$ cat config.mk
export PLATFORM = sky130hd
export DESIGN_NAME = mesh_wireframe_edge_expander
export DESIGN_NICKNAME = d
export VERILOG_FILES = /design/src/hw/rtl/mwe_pkg.sv /design/src/hw/rtl/mwe_front.sv /design/src/hw/rtl/mwe_queue.sv /design/src/hw/rtl/mwe_back.sv /design/src/hw/rtl/mesh_wireframe_edge_expander.sv
export SDC_FILE = /design/constraint.sdc
export NUM_CORES = 1
export LEC_CHECK = 0
export ABC_CLOCK_PERIOD_IN_PS = 41900
export BUFFER_PORTS_ARGS = -buffer_cell sky130_fd_sc_hd__buf_4
export CORE_UTILIZATION = 25
export DETAILED_ROUTE_END_ITERATION = 10
export GPL_TIMING_DRIVEN = 0
export PLACE_DENSITY_LB_ADDON = 0.1
export SYNTH_ARGS = -nofsm -noshare
export SYNTH_HDL_FRONTEND = slang
export SYNTH_SLANG_ARGS = --single-unit
export TNS_END_PERCENT = 5
$ cat constraint.sdc
create_clock -name clock -period 41.9 [get_ports clock]
set_input_delay 4.19 -clock clock [delete_from_list [all_inputs] [get_ports clock]]
set_output_delay 4.19 -clock clock [all_outputs]
set_load 0.01 [all_outputs]
$ cat src/hw/rtl/mwe_pkg.sv
`default_nettype none
// ----------------------------------------------------------------------------
// mwe_pkg: shared types and constants of the wireframe edge expander
// Holds the request, response and classified work types, the primitive kind
// codes and the local edge numbers.
// ----------------------------------------------------------------------------
package mwe_pkg;

   // Default depth of the queue between the front and the back (power of two).
   localparam int MWE_QUEUE_DEPTH = 2;

   // Primitive kind codes.
   localparam logic MODE_TRI  = 1'b0;
   localparam logic MODE_QUAD = 1'b1;

   // Local edge numbers within a primitive.
   localparam logic [1:0] EDGE_0 = 2'd0;
   localparam logic [1:0] EDGE_1 = 2'd1;
   localparam logic [1:0] EDGE_2 = 2'd2;
   localparam logic [1:0] EDGE_3 = 2'd3;

   // One incoming primitive.
   typedef struct packed {
      logic               mode;
      logic [30:0]        vert_a;
      logic [30:0]        vert_b;
      logic [30:0]        vert_c;
      logic [30:0]        vert_d;
      logic [29:0]        edge_base;
      logic [29:0]        edge_alt;
      logic [28:0]        face_id;
      logic [1:0]         edge_flag;
      logic signed [31:0] third_value;
      logic [29:0]        prim_number;
   } req_type;

   // One outgoing line record.
   typedef struct packed {
      logic [30:0]        line_start;
      logic [30:0]        line_end;
      logic signed [31:0] edge_id;
      logic [28:0]        face_out;
      logic [1:0]         local_edge;
      logic [29:0]        prim_out;
      logic signed [31:0] third_out;
      logic [30:0]        facing_vertex;
      logic               facing_inverted;
      logic               last;
   } rsp_type;

   // A classified primitive, as it waits in the queue.
   typedef struct packed {
      logic               quad;
      logic [30:0]        v0;
      logic [30:0]        v1;
      logic [30:0]        v2;
      logic [30:0]        v3;
      logic [31:0]        id_base;
      logic [31:0]        id_last;
      logic [28:0]        face;
      logic [29:0]        prim;
      logic signed [31:0] third;
      logic [3:0]         edge_mask;
   } work_type;

endpackage
`default_nettype wire

$ cat src/hw/rtl/mwe_front.sv
`default_nettype none
// ----------------------------------------------------------------------------
// mwe_front: request intake and classification
// Holds the refined mode register, accepts primitives while the queue has
// room and works out which edges are visible and their edge id bases.
// ----------------------------------------------------------------------------
module mwe_front
   import mwe_pkg::*;
(
   input  wire logic     clock,
   input  wire logic     reset,
   input  wire logic     req_valid,
   output logic          req_ready,
   input  wire req_type  req_data,
   input  wire logic     csr_valid,
   output logic          csr_ready,
   input  wire logic     csr_data,
   input  wire logic     q_full,
   output logic          q_push,
   output work_type      q_data
);

   logic refined_ff;
   logic refined_in;

   // The mode register takes every write; the user must write it only while idle, and the block does not enforce this.
   assign csr_ready  = 1'b1;
   assign refined_in = (csr_valid) ? csr_data : refined_ff;

   always_ff @(posedge clock) begin
      if (reset) begin
         refined_ff <= 1'b0;
      end else begin
         refined_ff <= refined_in;
      end
   end

   // A transaction enters the queue directly when there is room.
   assign req_ready = !q_full;
   assign q_push    = req_valid && !q_full;

   // Classify the primitive: visible edges and edge id bases.
   always_comb begin
      logic flagged;
      logic mid;
      flagged = (req_data.edge_flag != 2'd0);
      mid     = refined_ff || !flagged;

      q_data.quad  = (req_data.mode == MODE_QUAD);
      q_data.v0    = req_data.vert_a;
      q_data.v1    = req_data.vert_b;
      q_data.v2    = req_data.vert_c;
      q_data.v3    = req_data.vert_d;
      q_data.face  = req_data.face_id;
      q_data.prim  = req_data.prim_number;
      q_data.third = (refined_ff) ? req_data.third_value : 32'sd0;

      // The last quad edge takes the alternate id when the flag is set.
      q_data.id_last = (flagged) ? {2'b00, req_data.edge_alt}
                                 : {2'b00, req_data.edge_base} + 32'd3;

      if (req_data.mode == MODE_TRI) begin
         // A flagged triangle shifts its ids down by one and hides edge 2 (flag bit 0), edge 0 (flag bit 1) or both.
         q_data.id_base   = (flagged) ? {2'b00, req_data.edge_base} - 32'd1
                                      : {2'b00, req_data.edge_base};
         q_data.edge_mask = {1'b0, !req_data.edge_flag[0], 1'b1,
                             !req_data.edge_flag[1]};
      end else begin
         q_data.id_base   = {2'b00, req_data.edge_base};
         q_data.edge_mask = {1'b1, mid, mid, 1'b1};
      end
   end

endmodule
`default_nettype wire

$ cat src/hw/rtl/mwe_queue.sv
`default_nettype none
// ----------------------------------------------------------------------------
// mwe_queue: classified primitive queue
// A small flop-based FIFO that decouples the front from the back. DEPTH is a
// power of two of at least two.
// ----------------------------------------------------------------------------
module mwe_queue
   import mwe_pkg::*;
#(
   parameter int DEPTH = MWE_QUEUE_DEPTH
)
(
   input  wire logic     clock,
   input  wire logic     reset,
   input  wire logic     push,
   input  wire work_type push_data,
   output logic          full,
   input  wire logic     pop,
   output logic          head_valid,
   output work_type      head_data
);

   localparam int PTR_W = (DEPTH > 1) ? $clog2(DEPTH) : 1;
   localparam int CNT_W = $clog2(DEPTH + 1);

   work_type             slot_ff [DEPTH];
   logic [PTR_W-1:0]     wr_ptr_ff;
   logic [PTR_W-1:0]     wr_ptr_in;
   logic [PTR_W-1:0]     rd_ptr_ff;
   logic [PTR_W-1:0]     rd_ptr_in;
   logic [CNT_W-1:0]     count_ff;
   logic [CNT_W-1:0]     count_in;

   assign full       = (count_ff == CNT_W'(DEPTH));
   assign head_valid = (count_ff != '0);
   assign head_data  = slot_ff[rd_ptr_ff];

   // Pointer and occupancy update.
   always_comb begin
      wr_ptr_in = (push) ? wr_ptr_ff + PTR_W'(1) : wr_ptr_ff;
      rd_ptr_in = (pop)  ? rd_ptr_ff + PTR_W'(1) : rd_ptr_ff;
      count_in  = count_ff;
      if (push && !pop) begin
         count_in = count_ff + CNT_W'(1);
      end else if (pop && !push) begin
         count_in = count_ff - CNT_W'(1);
      end
   end

   always_ff @(posedge clock) begin
      if (reset) begin
         wr_ptr_ff <= '0;
         rd_ptr_ff <= '0;
         count_ff  <= '0;
      end else begin
         wr_ptr_ff <= wr_ptr_in;
         rd_ptr_ff <= rd_ptr_in;
         count_ff  <= count_in;
      end
   end

   // Storage slots carry payload only.
   always_ff @(posedge clock) begin
      if (push) begin
         slot_ff[wr_ptr_ff] <= push_data;
      end
   end

   // The queue is never pushed when full nor popped when empty.
   a_no_overflow: assert property (@(posedge clock) disable iff (reset)
      !(push && full && !pop))
      else $error("queue pushed while full");
   a_no_underflow: assert property (@(posedge clock) disable iff (reset)
      !(pop && !head_valid))
      else $error("queue popped while empty");
   a_count_bound: assert property (@(posedge clock) disable iff (reset)
      count_ff <= CNT_W'(DEPTH))
      else $error("queue occupancy beyond depth");

endmodule
`default_nettype wire

$ cat src/hw/rtl/mwe_back.sv
`default_nettype none
// ----------------------------------------------------------------------------
// mwe_back: line record sequencer
// Takes one classified primitive at a time and emits one line record per
// visible edge, one per cycle when not stalled, through a registered output.
// ----------------------------------------------------------------------------
module mwe_back
   import mwe_pkg::*;
(
   input  wire logic     clock,
   input  wire logic     reset,
   input  wire logic     q_valid,
   input  wire work_type q_data,
   output logic          q_pop,
   output logic          rsp_valid,
   input  wire logic     rsp_ready,
   output rsp_type       rsp_data
);

   logic       work_valid_ff;
   logic       work_valid_in;
   work_type   work_ff;
   work_type   work_in;
   logic       rsp_valid_ff;
   logic       rsp_valid_in;
   rsp_type    rsp_ff;
   rsp_type    rsp_in;

   logic       advance;
   logic       issue;
   logic       finishing;
   logic [1:0] pick;
   logic [3:0] rest_mask;

   // The output register can take a new record when empty or being drained.
   assign advance   = !rsp_valid_ff || rsp_ready;
   assign issue     = advance && work_valid_ff;
   assign finishing = issue && (rest_mask == 4'd0);
   assign q_pop     = q_valid && (!work_valid_ff || finishing);

   // Lowest visible edge goes next.
   always_comb begin
      if (work_ff.edge_mask[0]) begin
         pick = EDGE_0;
      end else if (work_ff.edge_mask[1]) begin
         pick = EDGE_1;
      end else if (work_ff.edge_mask[2]) begin
         pick = EDGE_2;
      end else begin
         pick = EDGE_3;
      end
      rest_mask = work_ff.edge_mask & ~(4'b0001 << pick);
   end

   // Build the line record for the chosen edge.
   always_comb begin
      rsp_in.edge_id    = (pick == EDGE_3) ? work_ff.id_last
                                           : work_ff.id_base + {30'd0, pick};
      rsp_in.face_out   = work_ff.face;
      rsp_in.local_edge = pick;
      rsp_in.prim_out   = work_ff.prim;
      rsp_in.third_out  = work_ff.third;
      rsp_in.last       = (rest_mask == 4'd0);
      case (pick)
         EDGE_0: begin
            rsp_in.line_start      = work_ff.v1;
            rsp_in.line_end        = work_ff.v0;
            rsp_in.facing_vertex   = work_ff.v2;
            rsp_in.facing_inverted = 1'b1;
         end
         EDGE_1: begin
            rsp_in.line_start      = work_ff.v1;
            rsp_in.line_end        = work_ff.v2;
            rsp_in.facing_vertex   = work_ff.v0;
            rsp_in.facing_inverted = 1'b0;
         end
         EDGE_2: begin
            // Triangles close back to the first corner; quads use the fourth.
            rsp_in.line_start      = (work_ff.quad) ? work_ff.v3 : work_ff.v2;
            rsp_in.line_end        = (work_ff.quad) ? work_ff.v2 : work_ff.v0;
            rsp_in.facing_vertex   = work_ff.v1;
            rsp_in.facing_inverted = work_ff.quad;
         end
         default: begin
            rsp_in.line_start      = work_ff.v3;
            rsp_in.line_end        = work_ff.v0;
            rsp_in.facing_vertex   = work_ff.v2;
            rsp_in.facing_inverted = 1'b0;
         end
      endcase
   end

   // Working primitive update: load from the queue or retire issued edges.
   always_comb begin
      work_in       = work_ff;
      work_valid_in = work_valid_ff;
      if (q_pop) begin
         work_in       = q_data;
         work_valid_in = 1'b1;
      end else begin
         if (issue) begin
            work_in.edge_mask = rest_mask;
         end
         if (finishing) begin
            work_valid_in = 1'b0;
         end
      end
      rsp_valid_in = (advance) ? issue : rsp_valid_ff;
   end

   always_ff @(posedge clock) begin
      if (reset) begin
         work_valid_ff <= 1'b0;
         rsp_valid_ff  <= 1'b0;
      end else begin
         work_valid_ff <= work_valid_in;
         rsp_valid_ff  <= rsp_valid_in;
      end
   end

   always_ff @(posedge clock) begin
      work_ff <= work_in;
      if (issue) begin
         rsp_ff <= rsp_in;
      end
   end

   assign rsp_valid = rsp_valid_ff;
   assign rsp_data  = rsp_ff;

   // A held primitive always has an edge left to emit.
   a_mask_nonzero: assert property (@(posedge clock) disable iff (reset)
      work_valid_ff |-> (work_ff.edge_mask != 4'd0))
      else $error("working primitive has no edge left");
   // A record not marked last keeps its primitive in the working register.
   a_keep_after_nonlast: assert property (@(posedge clock) disable iff (reset)
      (issue && !rsp_in.last) |=> work_valid_ff)
      else $error("primitive dropped before its last record");
   // A new primitive is only loaded when the previous one has finished.
   a_pop_only_when_done: assert property (@(posedge clock) disable iff (reset)
      (q_pop && work_valid_ff) |-> (issue && rsp_in.last))
      else $error("primitive replaced before its last record");

endmodule
`default_nettype wire

$ cat src/hw/rtl/mesh_wireframe_edge_expander.sv
`default_nettype none
// Path: a primitive's first line record passes the queue, the working primitive
// register and the output register after its request transaction is accepted;
// further records follow one per cycle while the output is not stalled.
// Throughput: a primitive gives 1 to 4 records, one for each visible edge, and
// requests flow into the queue while it has room, decoupled from the sequencer.
// Reset: synchronous; clears the refined mode register, queue and valid state.
// ----------------------------------------------------------------------------
// mesh_wireframe_edge_expander: wireframe line record generator
// Expands triangle and triangulated quad primitives into one line record per
// visible edge, with the final record of each primitive marked.
// ----------------------------------------------------------------------------
module mesh_wireframe_edge_expander
   import mwe_pkg::*;
#(
   parameter int QUEUE_DEPTH = MWE_QUEUE_DEPTH
)
(
   input  wire logic    clock,
   input  wire logic    reset,
   input  wire logic    req_valid,
   output logic         req_ready,
   input  wire req_type req_data,
   output logic         rsp_valid,
   input  wire logic    rsp_ready,
   output rsp_type      rsp_data,
   input  wire logic    csr_valid,
   output logic         csr_ready,
   input  wire logic    csr_data
);

   logic     q_full;
   logic     q_push;
   work_type q_push_data;
   logic     q_pop;
   logic     q_valid;
   work_type q_head;

   // Intake and classification.
   mwe_front u_front (
      .clock     (clock),
      .reset     (reset),
      .req_valid (req_valid),
      .req_ready (req_ready),
      .req_data  (req_data),
      .csr_valid (csr_valid),
      .csr_ready (csr_ready),
      .csr_data  (csr_data),
      .q_full    (q_full),
      .q_push    (q_push),
      .q_data    (q_push_data)
   );

   // Queue between intake and record sequencing.
   mwe_queue #(
      .DEPTH (QUEUE_DEPTH)
   ) u_queue (
      .clock      (clock),
      .reset      (reset),
      .push       (q_push),
      .push_data  (q_push_data),
      .full       (q_full),
      .pop        (q_pop),
      .head_valid (q_valid),
      .head_data  (q_head)
   );

   // Record sequencing and output register.
   mwe_back u_back (
      .clock     (clock),
      .reset     (reset),
      .q_valid   (q_valid),
      .q_data    (q_head),
      .q_pop     (q_pop),
      .rsp_valid (rsp_valid),
      .rsp_ready (rsp_ready),
      .rsp_data  (rsp_data)
   );

endmodule
`default_nettype wire

== Word-level counts from Yosys, hierarchy flattened ==
Memories as Yosys holds them, arrays and structs flattened. A register that Yosys moved wholly into a read port is not among the register bits.
Cells that the tools add are included.

* Register bits after elaboration: 511
* Bits in writable memories: 568
* Output and inout bits: 223
* Logic and storage cells: 89
* Memories kept: 1

{| class="wikitable"
|+ Memories
! name !! words !! width !! rd ports !! clocked after Yosys merged registers in !! write ports !! line !! RTL
|-
| u_queue.slot_ff || 2 || 284 || 1 || 1 || 1 || mwe_queue.sv:26 || <nowiki>work_type slot_ff [DEPTH];</nowiki>
|}

* Add/subtract/negate cells: 7
* Equality and inequality tests: 4
* Shift-type cells: 1
* Muxes and demuxes: 23
* Bitwise gates (word level): 2
* Reductions and logical operators: 24

{| class="wikitable"
|+ Operator list
! kind !! count
|-
| 62-bit one-hot mux with 3 select lines || 1
|-
| 32-bit 2-to-1 mux || 5
|-
| 32-bit one-hot mux with 3 select lines || 1
|-
| 31-bit 2-to-1 mux || 2
|-
| 32-bit by 2-bit adder with 32-bit output || 1
|-
| 30-bit by 2-bit adder with 31-bit output (second input constant) || 1
|-
| 30-bit by 1-bit subtractor with 31-bit output (second input constant) || 1
|-
| 4-bit 2-to-1 mux || 3
|-
| 2-bit nonzero test || 5
|-
| 1-bit logical NOT || 8
|-
| 2-bit 2-to-1 mux || 4
|-
| 1-bit 2-to-1 mux || 7
|-
| 2-bit == test (second input constant) || 3
|-
| 1-bit logical AND || 6
|-
| 4-bit AND || 1
|-
| 4-bit logical NOT || 1
|-
| 4-bit NOT || 1
|-
| 1-bit by 2-bit left shift with 4-bit output (first input constant) || 1
|-
| 1-bit logical OR || 3
|-
| 1-bit adder (second input constant) || 2
|-
| 2-bit by 1-bit adder with 2-bit output (second input constant) || 1
|-
| 2-bit by 1-bit == test with 1-bit output (second input constant) || 1
|-
| 2-bit logical NOT || 1
|-
| 2-bit by 1-bit subtractor with 2-bit output (second input constant) || 1
|}

== Logic depth before layout (Yosys ltp) ==
Gate-level depths: netlist of the first run.

* Depth in word-level cells: 13
* Depth in mapped cells: 11

== By module ==
Synthesis of the first run repeated with hierarchy kept, for this count alone.

* Cells, all modules: 2492
* Area total of the unflattened synthesis: 43531.8 um^2

{| class="wikitable"
|+ By module, submodules not included
! module !! instances !! cells each !! area an instance (um^2)
|-
| mwe_queue || 1 || 906 || 21835.9
|-
| mwe_back || 1 || 1078 || 18300.1
|-
| mwe_front || 1 || 508 || 3395.8
|}

== Worst setup path before layout of the first run ==
OpenSTA, ideal clock, no wires.

* Path kind: input port to flip-flop
* Start point: in req_valid
* End point: mem u_queue.slot_ff[0][0] in the netlist's numbering, enable pin
* Setup time: 0.928 ns
* Arrival: 15.915 ns
* Required time: 40.972 ns
* Path slack: 25.057 ns
* Stages on the path: 2
* Buffers on the path: 0
* Cell sequence: nand2_1 nor2_1

* Cells in the longest elaborated chain, start to end: 3

{| class="wikitable"
|+ Ends and longest elaborated chain
! element !! line !! RTL
|-
| from (decl) || mesh_wireframe_edge_expander.sv:21 || <nowiki>input wire logic req_valid,</nowiki>
|-
| 1-bit logical AND || mwe_front.sv:40 || <nowiki>assign q_push = req_valid && !q_full;</nowiki>
|-
| 1-bit 2-to-1 mux || mwe_queue.sv:64 || <nowiki>if (push) begin</nowiki>
|-
| 1-bit 2-to-1 mux (implied by the code) || mwe_queue.sv:65 || <nowiki>slot_ff[wr_ptr_ff] <= push_data;</nowiki>
|-
| to (decl) || mwe_queue.sv:26 ||
|}

Every way passes these cells.

== Worst setup path after layout of the first run ==
* Start point: in rsp_ready
* End point: reg u_back.work_ff[108] in the netlist's numbering, enable pin

* Cells in the longest elaborated chain, start to end: 5

{| class="wikitable"
|+ Ends and longest elaborated chain
! element !! line !! RTL
|-
| from (decl) || mesh_wireframe_edge_expander.sv:25 || <nowiki>input wire logic rsp_ready,</nowiki>
|-
| 1-bit logical OR || mwe_back.sv:36 || <nowiki>assign advance = !rsp_valid_ff || rsp_ready;</nowiki>
|-
| 1-bit logical AND || mwe_back.sv:37 || <nowiki>assign issue = advance && work_valid_ff;</nowiki>
|-
| 1-bit logical AND || mwe_back.sv:38 || <nowiki>assign finishing = issue && (rest_mask == 4'd0);</nowiki>
|-
| 1-bit logical OR || mwe_back.sv:39 || <nowiki>assign q_pop = q_valid && (!work_valid_ff || finishing);</nowiki>
|-
| 1-bit logical AND || mwe_back.sv:39 ||
|-
| net q_pop || mesh_wireframe_edge_expander.sv:35 || <nowiki>logic q_pop;</nowiki>
|-
| to (signal assigned) || mwe_back.sv:122 || <nowiki>work_ff <= work_in;</nowiki>
|-
| to (decl) || mwe_back.sv:22 || <nowiki>work_type work_ff;</nowiki>
|}

The timed path passes the listed nets, and every way through them passes these cells.
A chain may end at the register's enable or synchronous reset.

==> flow_metrics.env, run 1 <==
export IMPL_status="completed"
export IMPL_die_width_um=403
export IMPL_track_usage=0.150
export IMPL_die_y_um=403
export IMPL_synth_top_area_share=0.793
export IMPL_synthTopCellsByCount="1064 x edfxtp_1, 279 x mux2_2, 194 x nand2_1, 116 x o21ai_0, 105 x clkbuf_1"
export IMPL_critPathMaxFanout=101
export IMPL_cts_buffers=132
export IMPL_antenna_found_initial=23
export IMPL_dp_hpwl_mm=85.8
export IMPL_clk_pin_slew_ns=0.06
export IMPL_wl_mm=124
export IMPL_final_setup_viol_count=0
export IMPL_powerDensity_mw_per_mm2=74.8
export IMPL_cp_start_kind="input pin"
export IMPL_synth_cell_types=50
export IMPL_instances_no_fill=5156
export IMPL_final_nets=3201
export IMPL_relSlewSlack=0.0460
export IMPL_globalRouteOverflowTotal=0
export IMPL_rsz0062_at_grt="no"
export IMPL_via_count=21921
export IMPL_crit_required_ns=42.27
export IMPL_worst_hold_path_type="flip-flop to flip-flop"
export IMPL_r2r_cells=11
export IMPL_dp_cells=4925
export IMPL_skew_ns=0.0174
export IMPL_detail_route_antenna_nets=0
export IMPL_cts_resized=0
export IMPL_final_max_slew_viol_count=0
export IMPL_yosys_top_cells_area="edfxtp_1 79%, mux2_2 7.8%, nand2_1 1.8%"
export IMPL_leakage_nw=17.7
export IMPL_synthArstFlopShare=0
export IMPL_initial_core_util=0.253
export IMPL_rows=146
export IMPL_ir_worst_vdd_mv=0.0473
export IMPL_synth_edf_count=1064
export IMPL_cts_sinks=1072
export IMPL_drt_vias_per_instance=4.25
export IMPL_max_freq_mhz=153
export IMPL_design_area_mm2=0.0513
export IMPL_grt_max_degree=102
export IMPL_htree_levels=4
export IMPL_fin_total_pwr_mw=3.84
export IMPL_synth_net_count=2545
export IMPL_final_setup_tns_ns=0
export IMPL_synth_area_leader_cell="edfxtp_1"
export IMPL_drive_gt1_frac=0.331
export IMPL_ios=507
export IMPL_clk_latency_ns=0.75
export IMPL_drcViolationCount=0
export IMPL_cp_end_kind="flip-flop"
export IMPL_cts_path_max_buffers=3
export IMPL_synth_flop_cell="edfxtp_1"
export IMPL_syn_area_mm2=0.0403
export IMPL_yosysMostFrequentCell="edfxtp_1"
export IMPL_avgSynthCellArea_um2=17.9
export IMPL_ys_seq_elements=1072
export IMPL_drt_iter0_markers=1400
export IMPL_synth_cells=2257
export IMPL_gp_congestion=0.759
export IMPL_yosysWarnings=0
export IMPL_cts_post_setup_buffers_inserted=0
export IMPL_core_area_mm2=0.159
export IMPL_period_minus_slack_ns=6.53
export IMPL_cts_tree="done"
export IMPL_drtPass1Iterations=8
export IMPL_drv_cap=0
export IMPL_placed_area_mm2=0.0474
export IMPL_root_buffer="clkbuf_16"
export IMPL_grt_pass1_vias=23246
export IMPL_wire_per_inst_um=24.0
export IMPL_worstMarginPinSlew_ns=1.43
export IMPL_hold_viol=0
export IMPL_min_delay_path_depth=0
export IMPL_finalCritPeriodShare=0.156
export IMPL_grt_pass1_wl_mm=172
export IMPL_io_buffer_count=489
export IMPL_dieArea_mm2=0.163
export IMPL_syn_to_final_growth_pct=27.4
export IMPL_critPathKind="input pin to flip-flop"
export IMPL_yosysSeqAreaShare=0.797
export IMPL_arrival_ns=6.91
export IMPL_fin_util=0.323
export IMPL_holdBufCountCts=0
==> cell families after synthesis <==
family / Yosys count / synth area share
muxes: 315 / 0.0869
other: 1 / 0.0000931
xor gates and xnor gates: 89 / 0.0193
and+or+nand+nor: 448 / 0.0551
DFF: 1072 / 0.797
buffers and inverters: 131 / 0.0128
AOI/OAI and AO/OA: 197 / 0.0273
adders and majority gates: 4 / 0.00143
==> final cells by class <==
class | count | area [um^2]
clock inverter | 55 | 367
fill | 15447 | 108000
inverter | 15 | 63.8
timing repair buffer | 522 | 4390
buffer | 116 | 464
sequential | 1072 | 32100
antenna | 6 | 15.0
multi-input combinational | 1054 | 7680
tap | 2146 | 2690
clock buffer | 170 | 3550
==> final timing paths <==
path,start,endpoint,slack (ns)
setup / recovery,rsp_ready,u_back.work_ff[108],35.37
hold / removal,u_back.rsp_in[98],u_back.rsp_data[98],0.41
setup reg to reg,u_back.work_ff[1],u_back.rsp_data[141],37.36
hold reg to reg,u_back.rsp_in[98],u_back.rsp_data[98],0.41
==> placed cells by master, fill, tap and decap left out, drive strengths merged, types with 40 or more instances in the layout <==
cell,count
edfxtp,1064
nand3,50
xnor2,59
nor2,40
o21ai,120
buf,533
mux2,279
clkbuf,275
clkinv,44
nand2,194
==> per-stage QoR <==
| stage | hold WS, ns | worst slack [ns] |
|---|---|---|
| global route | 0.415 | 35.27 |
| floorplan | 0.400 | 25.06 |
| global placement | 0.402 | 14.24 |
| CTS | 0.407 | 35.39 |
| detailed placement | 0.405 | 34.56 |
| finish | 0.409 | 35.37 |
==> critical path, cell delays in order <==
cell and delay (ns):
buf_4 0.11, nor2b_1 0.65, o21bai_1 0.24, a21o_1 0.14, clkbuf_1 0.49, inv_8 0.27
buf_16 0.34, buf_16 0.32
==> state kept, by name, indices dropped and copies added (netlist names), named ones only <==
| name | count |
|---|---|
| u_queue.slot_ff | 562 |
| u_queue.wr_ptr_ff | 1 |
| u_back.rsp_in | 91 |
| u_back.work_ff | 191 |
| u_back.rsp_data | 220 |
| u_queue.rd_ptr_ff | 1 |
| u_back.work_valid_ff | 1 |
| u_front.refined_ff | 1 |
| u_back.rsp_valid | 1 |
| u_queue.count_ff | 2 |
==> metal layers <==
metal  share of wire  wire length, um  GRT usage
met5          0.0011              137          0
met4           0.022             2770     0.0470
met3           0.063             7840     0.0395
met2            0.49            61000      0.254
met1            0.42            52200      0.186
==> power by group <==
group | switching [mW] | total [mW] | internal [mW]
Sequential | 0.136 | 1.79 | 1.66
Combinational | 0.644 | 1.00 | 0.357
Clock | 0.438 | 1.05 | 0.608
No activity file was read; power rests on OpenSTA's default activity.
==> inputs of run 2 (changes only) <==
--- a/config.mk
+++ b/config.mk
@@ -5,7 +5,7 @@
 export SDC_FILE = /design/constraint.sdc
 export NUM_CORES = 1
 export LEC_CHECK = 0
-export ABC_CLOCK_PERIOD_IN_PS = 41900
+export ABC_CLOCK_PERIOD_IN_PS = 5800
 export BUFFER_PORTS_ARGS = -buffer_cell sky130_fd_sc_hd__buf_4
 export CORE_UTILIZATION = 25
 export DETAILED_ROUTE_END_ITERATION = 10
==> constraint.sdc (replaced) <==
create_clock -name clock -period 5.8 [get_ports clock]
set_input_delay 0.58 -clock clock [delete_from_list [all_inputs] [get_ports clock]]
set_output_delay 0.58 -clock clock [all_outputs]
set_load 0.01 [all_outputs]
==> run 2 against run 1 <==
Critical path depth is 3 higher. Clock skew is 0.0099 ns higher. Register-to-register slack worse by 36 ns. Wire length is 0.57% higher. Clock power grew to 7.4 times the previous value.
==> flow_metrics.env, run 2 (synthesized netlist as in run 1, its figures left out) <==
export IMPL_setup_slack_ns=1.15
export IMPL_detail_route_antenna_nets=0
export IMPL_crit_required_ns=6.21
export IMPL_largest_reg_flops=562
export IMPL_status="completed"
export IMPL_drt_iter0_markers=1466
export IMPL_clk_latency_ns=0.75
export IMPL_htree_levels=4
export IMPL_clockPowerShare=0.278
export IMPL_die_width_um=403
export IMPL_r2r_cells=11
export IMPL_drv_cap=0
export IMPL_critPathMaxFanout=10
export IMPL_cts_sinks=1072
export IMPL_die_y_um=403
export IMPL_wire_per_inst_um=23.3
export IMPL_dieArea_mm2=0.163
export IMPL_cts_tree="done"
export IMPL_wl_mm=125
export IMPL_via_count=22623
export IMPL_cts_post_setup_buffers_inserted=0
export IMPL_globalRouteOverflowTotal=0
export IMPL_cts_resized=0
export IMPL_syn_to_final_growth_pct=32.4
export IMPL_power_switching_mw=8.90
export IMPL_core_area_mm2=0.159
export IMPL_cts_buffers=132
export IMPL_power_frac_seq=0.461
export IMPL_io_buffer_count=489
export IMPL_relSlewSlack=0.0422
export IMPL_powerDensity_mw_per_mm2=527
export IMPL_grt_pass1_wl_mm=175
export IMPL_ir_worst_vdd_mv=0.362
export IMPL_rows=146
export IMPL_drcViolationCount=0
export IMPL_final_common_cell="edfxtp_1"
export IMPL_gp_congestion=0.751
export IMPL_final_cell_mix="1064 x edfxtp_1, 490 x buf_4, 279 x mux2_2"
export IMPL_final_setup_viol_count=0
export IMPL_antenna_found_initial=19
export IMPL_critPathKind="flip-flop to flip-flop"
export IMPL_grt_pass1_vias=24056
export IMPL_leakage_nw=18.6
export IMPL_hold_viol=0
export IMPL_skew_ns=0.0273
export IMPL_p_int_mw=19.2
export IMPL_drive_gt1_frac=0.316
export IMPL_track_usage=0.152
export IMPL_preCtsSetupSlack_ns=1.08
export IMPL_grt_max_degree=91
export IMPL_fin_total_pwr_mw=28.1
export IMPL_drtPass1Iterations=7
export IMPL_finalCritPeriodShare=0.802
export IMPL_cp_start_kind="flip-flop"
export IMPL_root_buffer="clkbuf_16"
export IMPL_cp_end_kind="flip-flop"
export IMPL_worstMarginPinSlew_ns=1.44
export IMPL_dp_hpwl_mm=85.4
export IMPL_period_minus_slack_ns=4.65
export IMPL_n_fill_cell=15546
export IMPL_worst_hold_path_type="input pin to flip-flop"
export IMPL_r2r_slack_ns=1.15
export IMPL_final_nets=3383
export IMPL_regMostFlops="u_queue.slot_ff"
export IMPL_power_frac_comb=0.261
export IMPL_switching_share=0.317
export IMPL_arrival_ns=5.07
export IMPL_initial_core_util=0.253
export IMPL_final_max_slew_viol_count=0
export IMPL_cts_path_max_buffers=3
export IMPL_min_delay_path_depth=3
export IMPL_drt_vias_per_instance=4.23
export IMPL_rsz0062_at_grt="no"
export IMPL_ios=507
export IMPL_clk_pin_slew_ns=0.06
export IMPL_holdBufCountCts=184
export IMPL_max_freq_mhz=215
export IMPL_fin_util=0.335
==> run 2: critical path, cell delays in order (launching register included) <==
cell and delay (ns):
edfxtp_1 0.46, or2_2 0.17, clkbuf_1 0.55, clkbuf_1 0.96
inv_1 0.28, ha_1 0.37, nand2_1 0.06, o41a_1 0.51
buf_2 0.32, nor4_1 0.33, xnor2_1 0.17, a21oi_1 0.13
==> run 2: final timing paths <==
kind | start | endpoint
setup / recovery | u_back.work_ff[1] | u_back.rsp_data[139]
hold / removal | csr_valid | u_front.refined_ff
setup reg to reg | u_back.work_ff[1] | u_back.rsp_data[139]
hold reg to reg | u_back.rsp_in[53] | u_back.rsp_data[53]
==> run 2: final cells by class <==
type,instances,area (um^2),share of cell area
diodes,8,20.0,0.000375
plain buffers,116,464,0.00870
clock buffers,158,3510,0.0658
clock inverters,70,564,0.0106
inverters,15,63.8,0.00120
multi-input cells,1054,7680,0.144
flip-flops and latches,1072,32100,0.602
well taps,2146,2690,0.0503
repair buffers,704,6240,0.117
==> run 2: power by group through the flow <==
stage	combinational, mW	clock, mW	sequential, mW
floorplan	3.07	0	13.0
global placement	5.94	0	12.5
detailed placement	7.44	0	13.1
CTS	7.59	8.10	13.0
global route	7.97	8.36	13.2
finish	7.34	7.81	13.0
==> run 2: metal layers <==
layer,global-route usage,share of wire,vias to the layer above
met1,0.190,0.42,11381
met4,0.0462,0.025,18
li1,-,-,10333
met2,0.255,0.49,685
met5,0,0.00098,-
met3,0.0409,0.063,206
==> run 2: stage by stage <==
| stage | cells | hold slack (ns) | setup TNS (ns) | cell area, um^2 |
|---|---|---|---|---|
| final | 5343 | 0.0891 | 0 | 53300 |
| after global routing | 5338 | 0.0330 | 0 | 53300 |
| after CTS | 5335 | 0.00515 | 0 | 53300 |
| after detailed placement | 4923 | 0.405 | 0 | 47400 |
| after global placement | 4892 | 0.403 | -6393.67 | 46700 |
| after floorplan | 2257 | 0.400 | -1182.77 | 40300 |
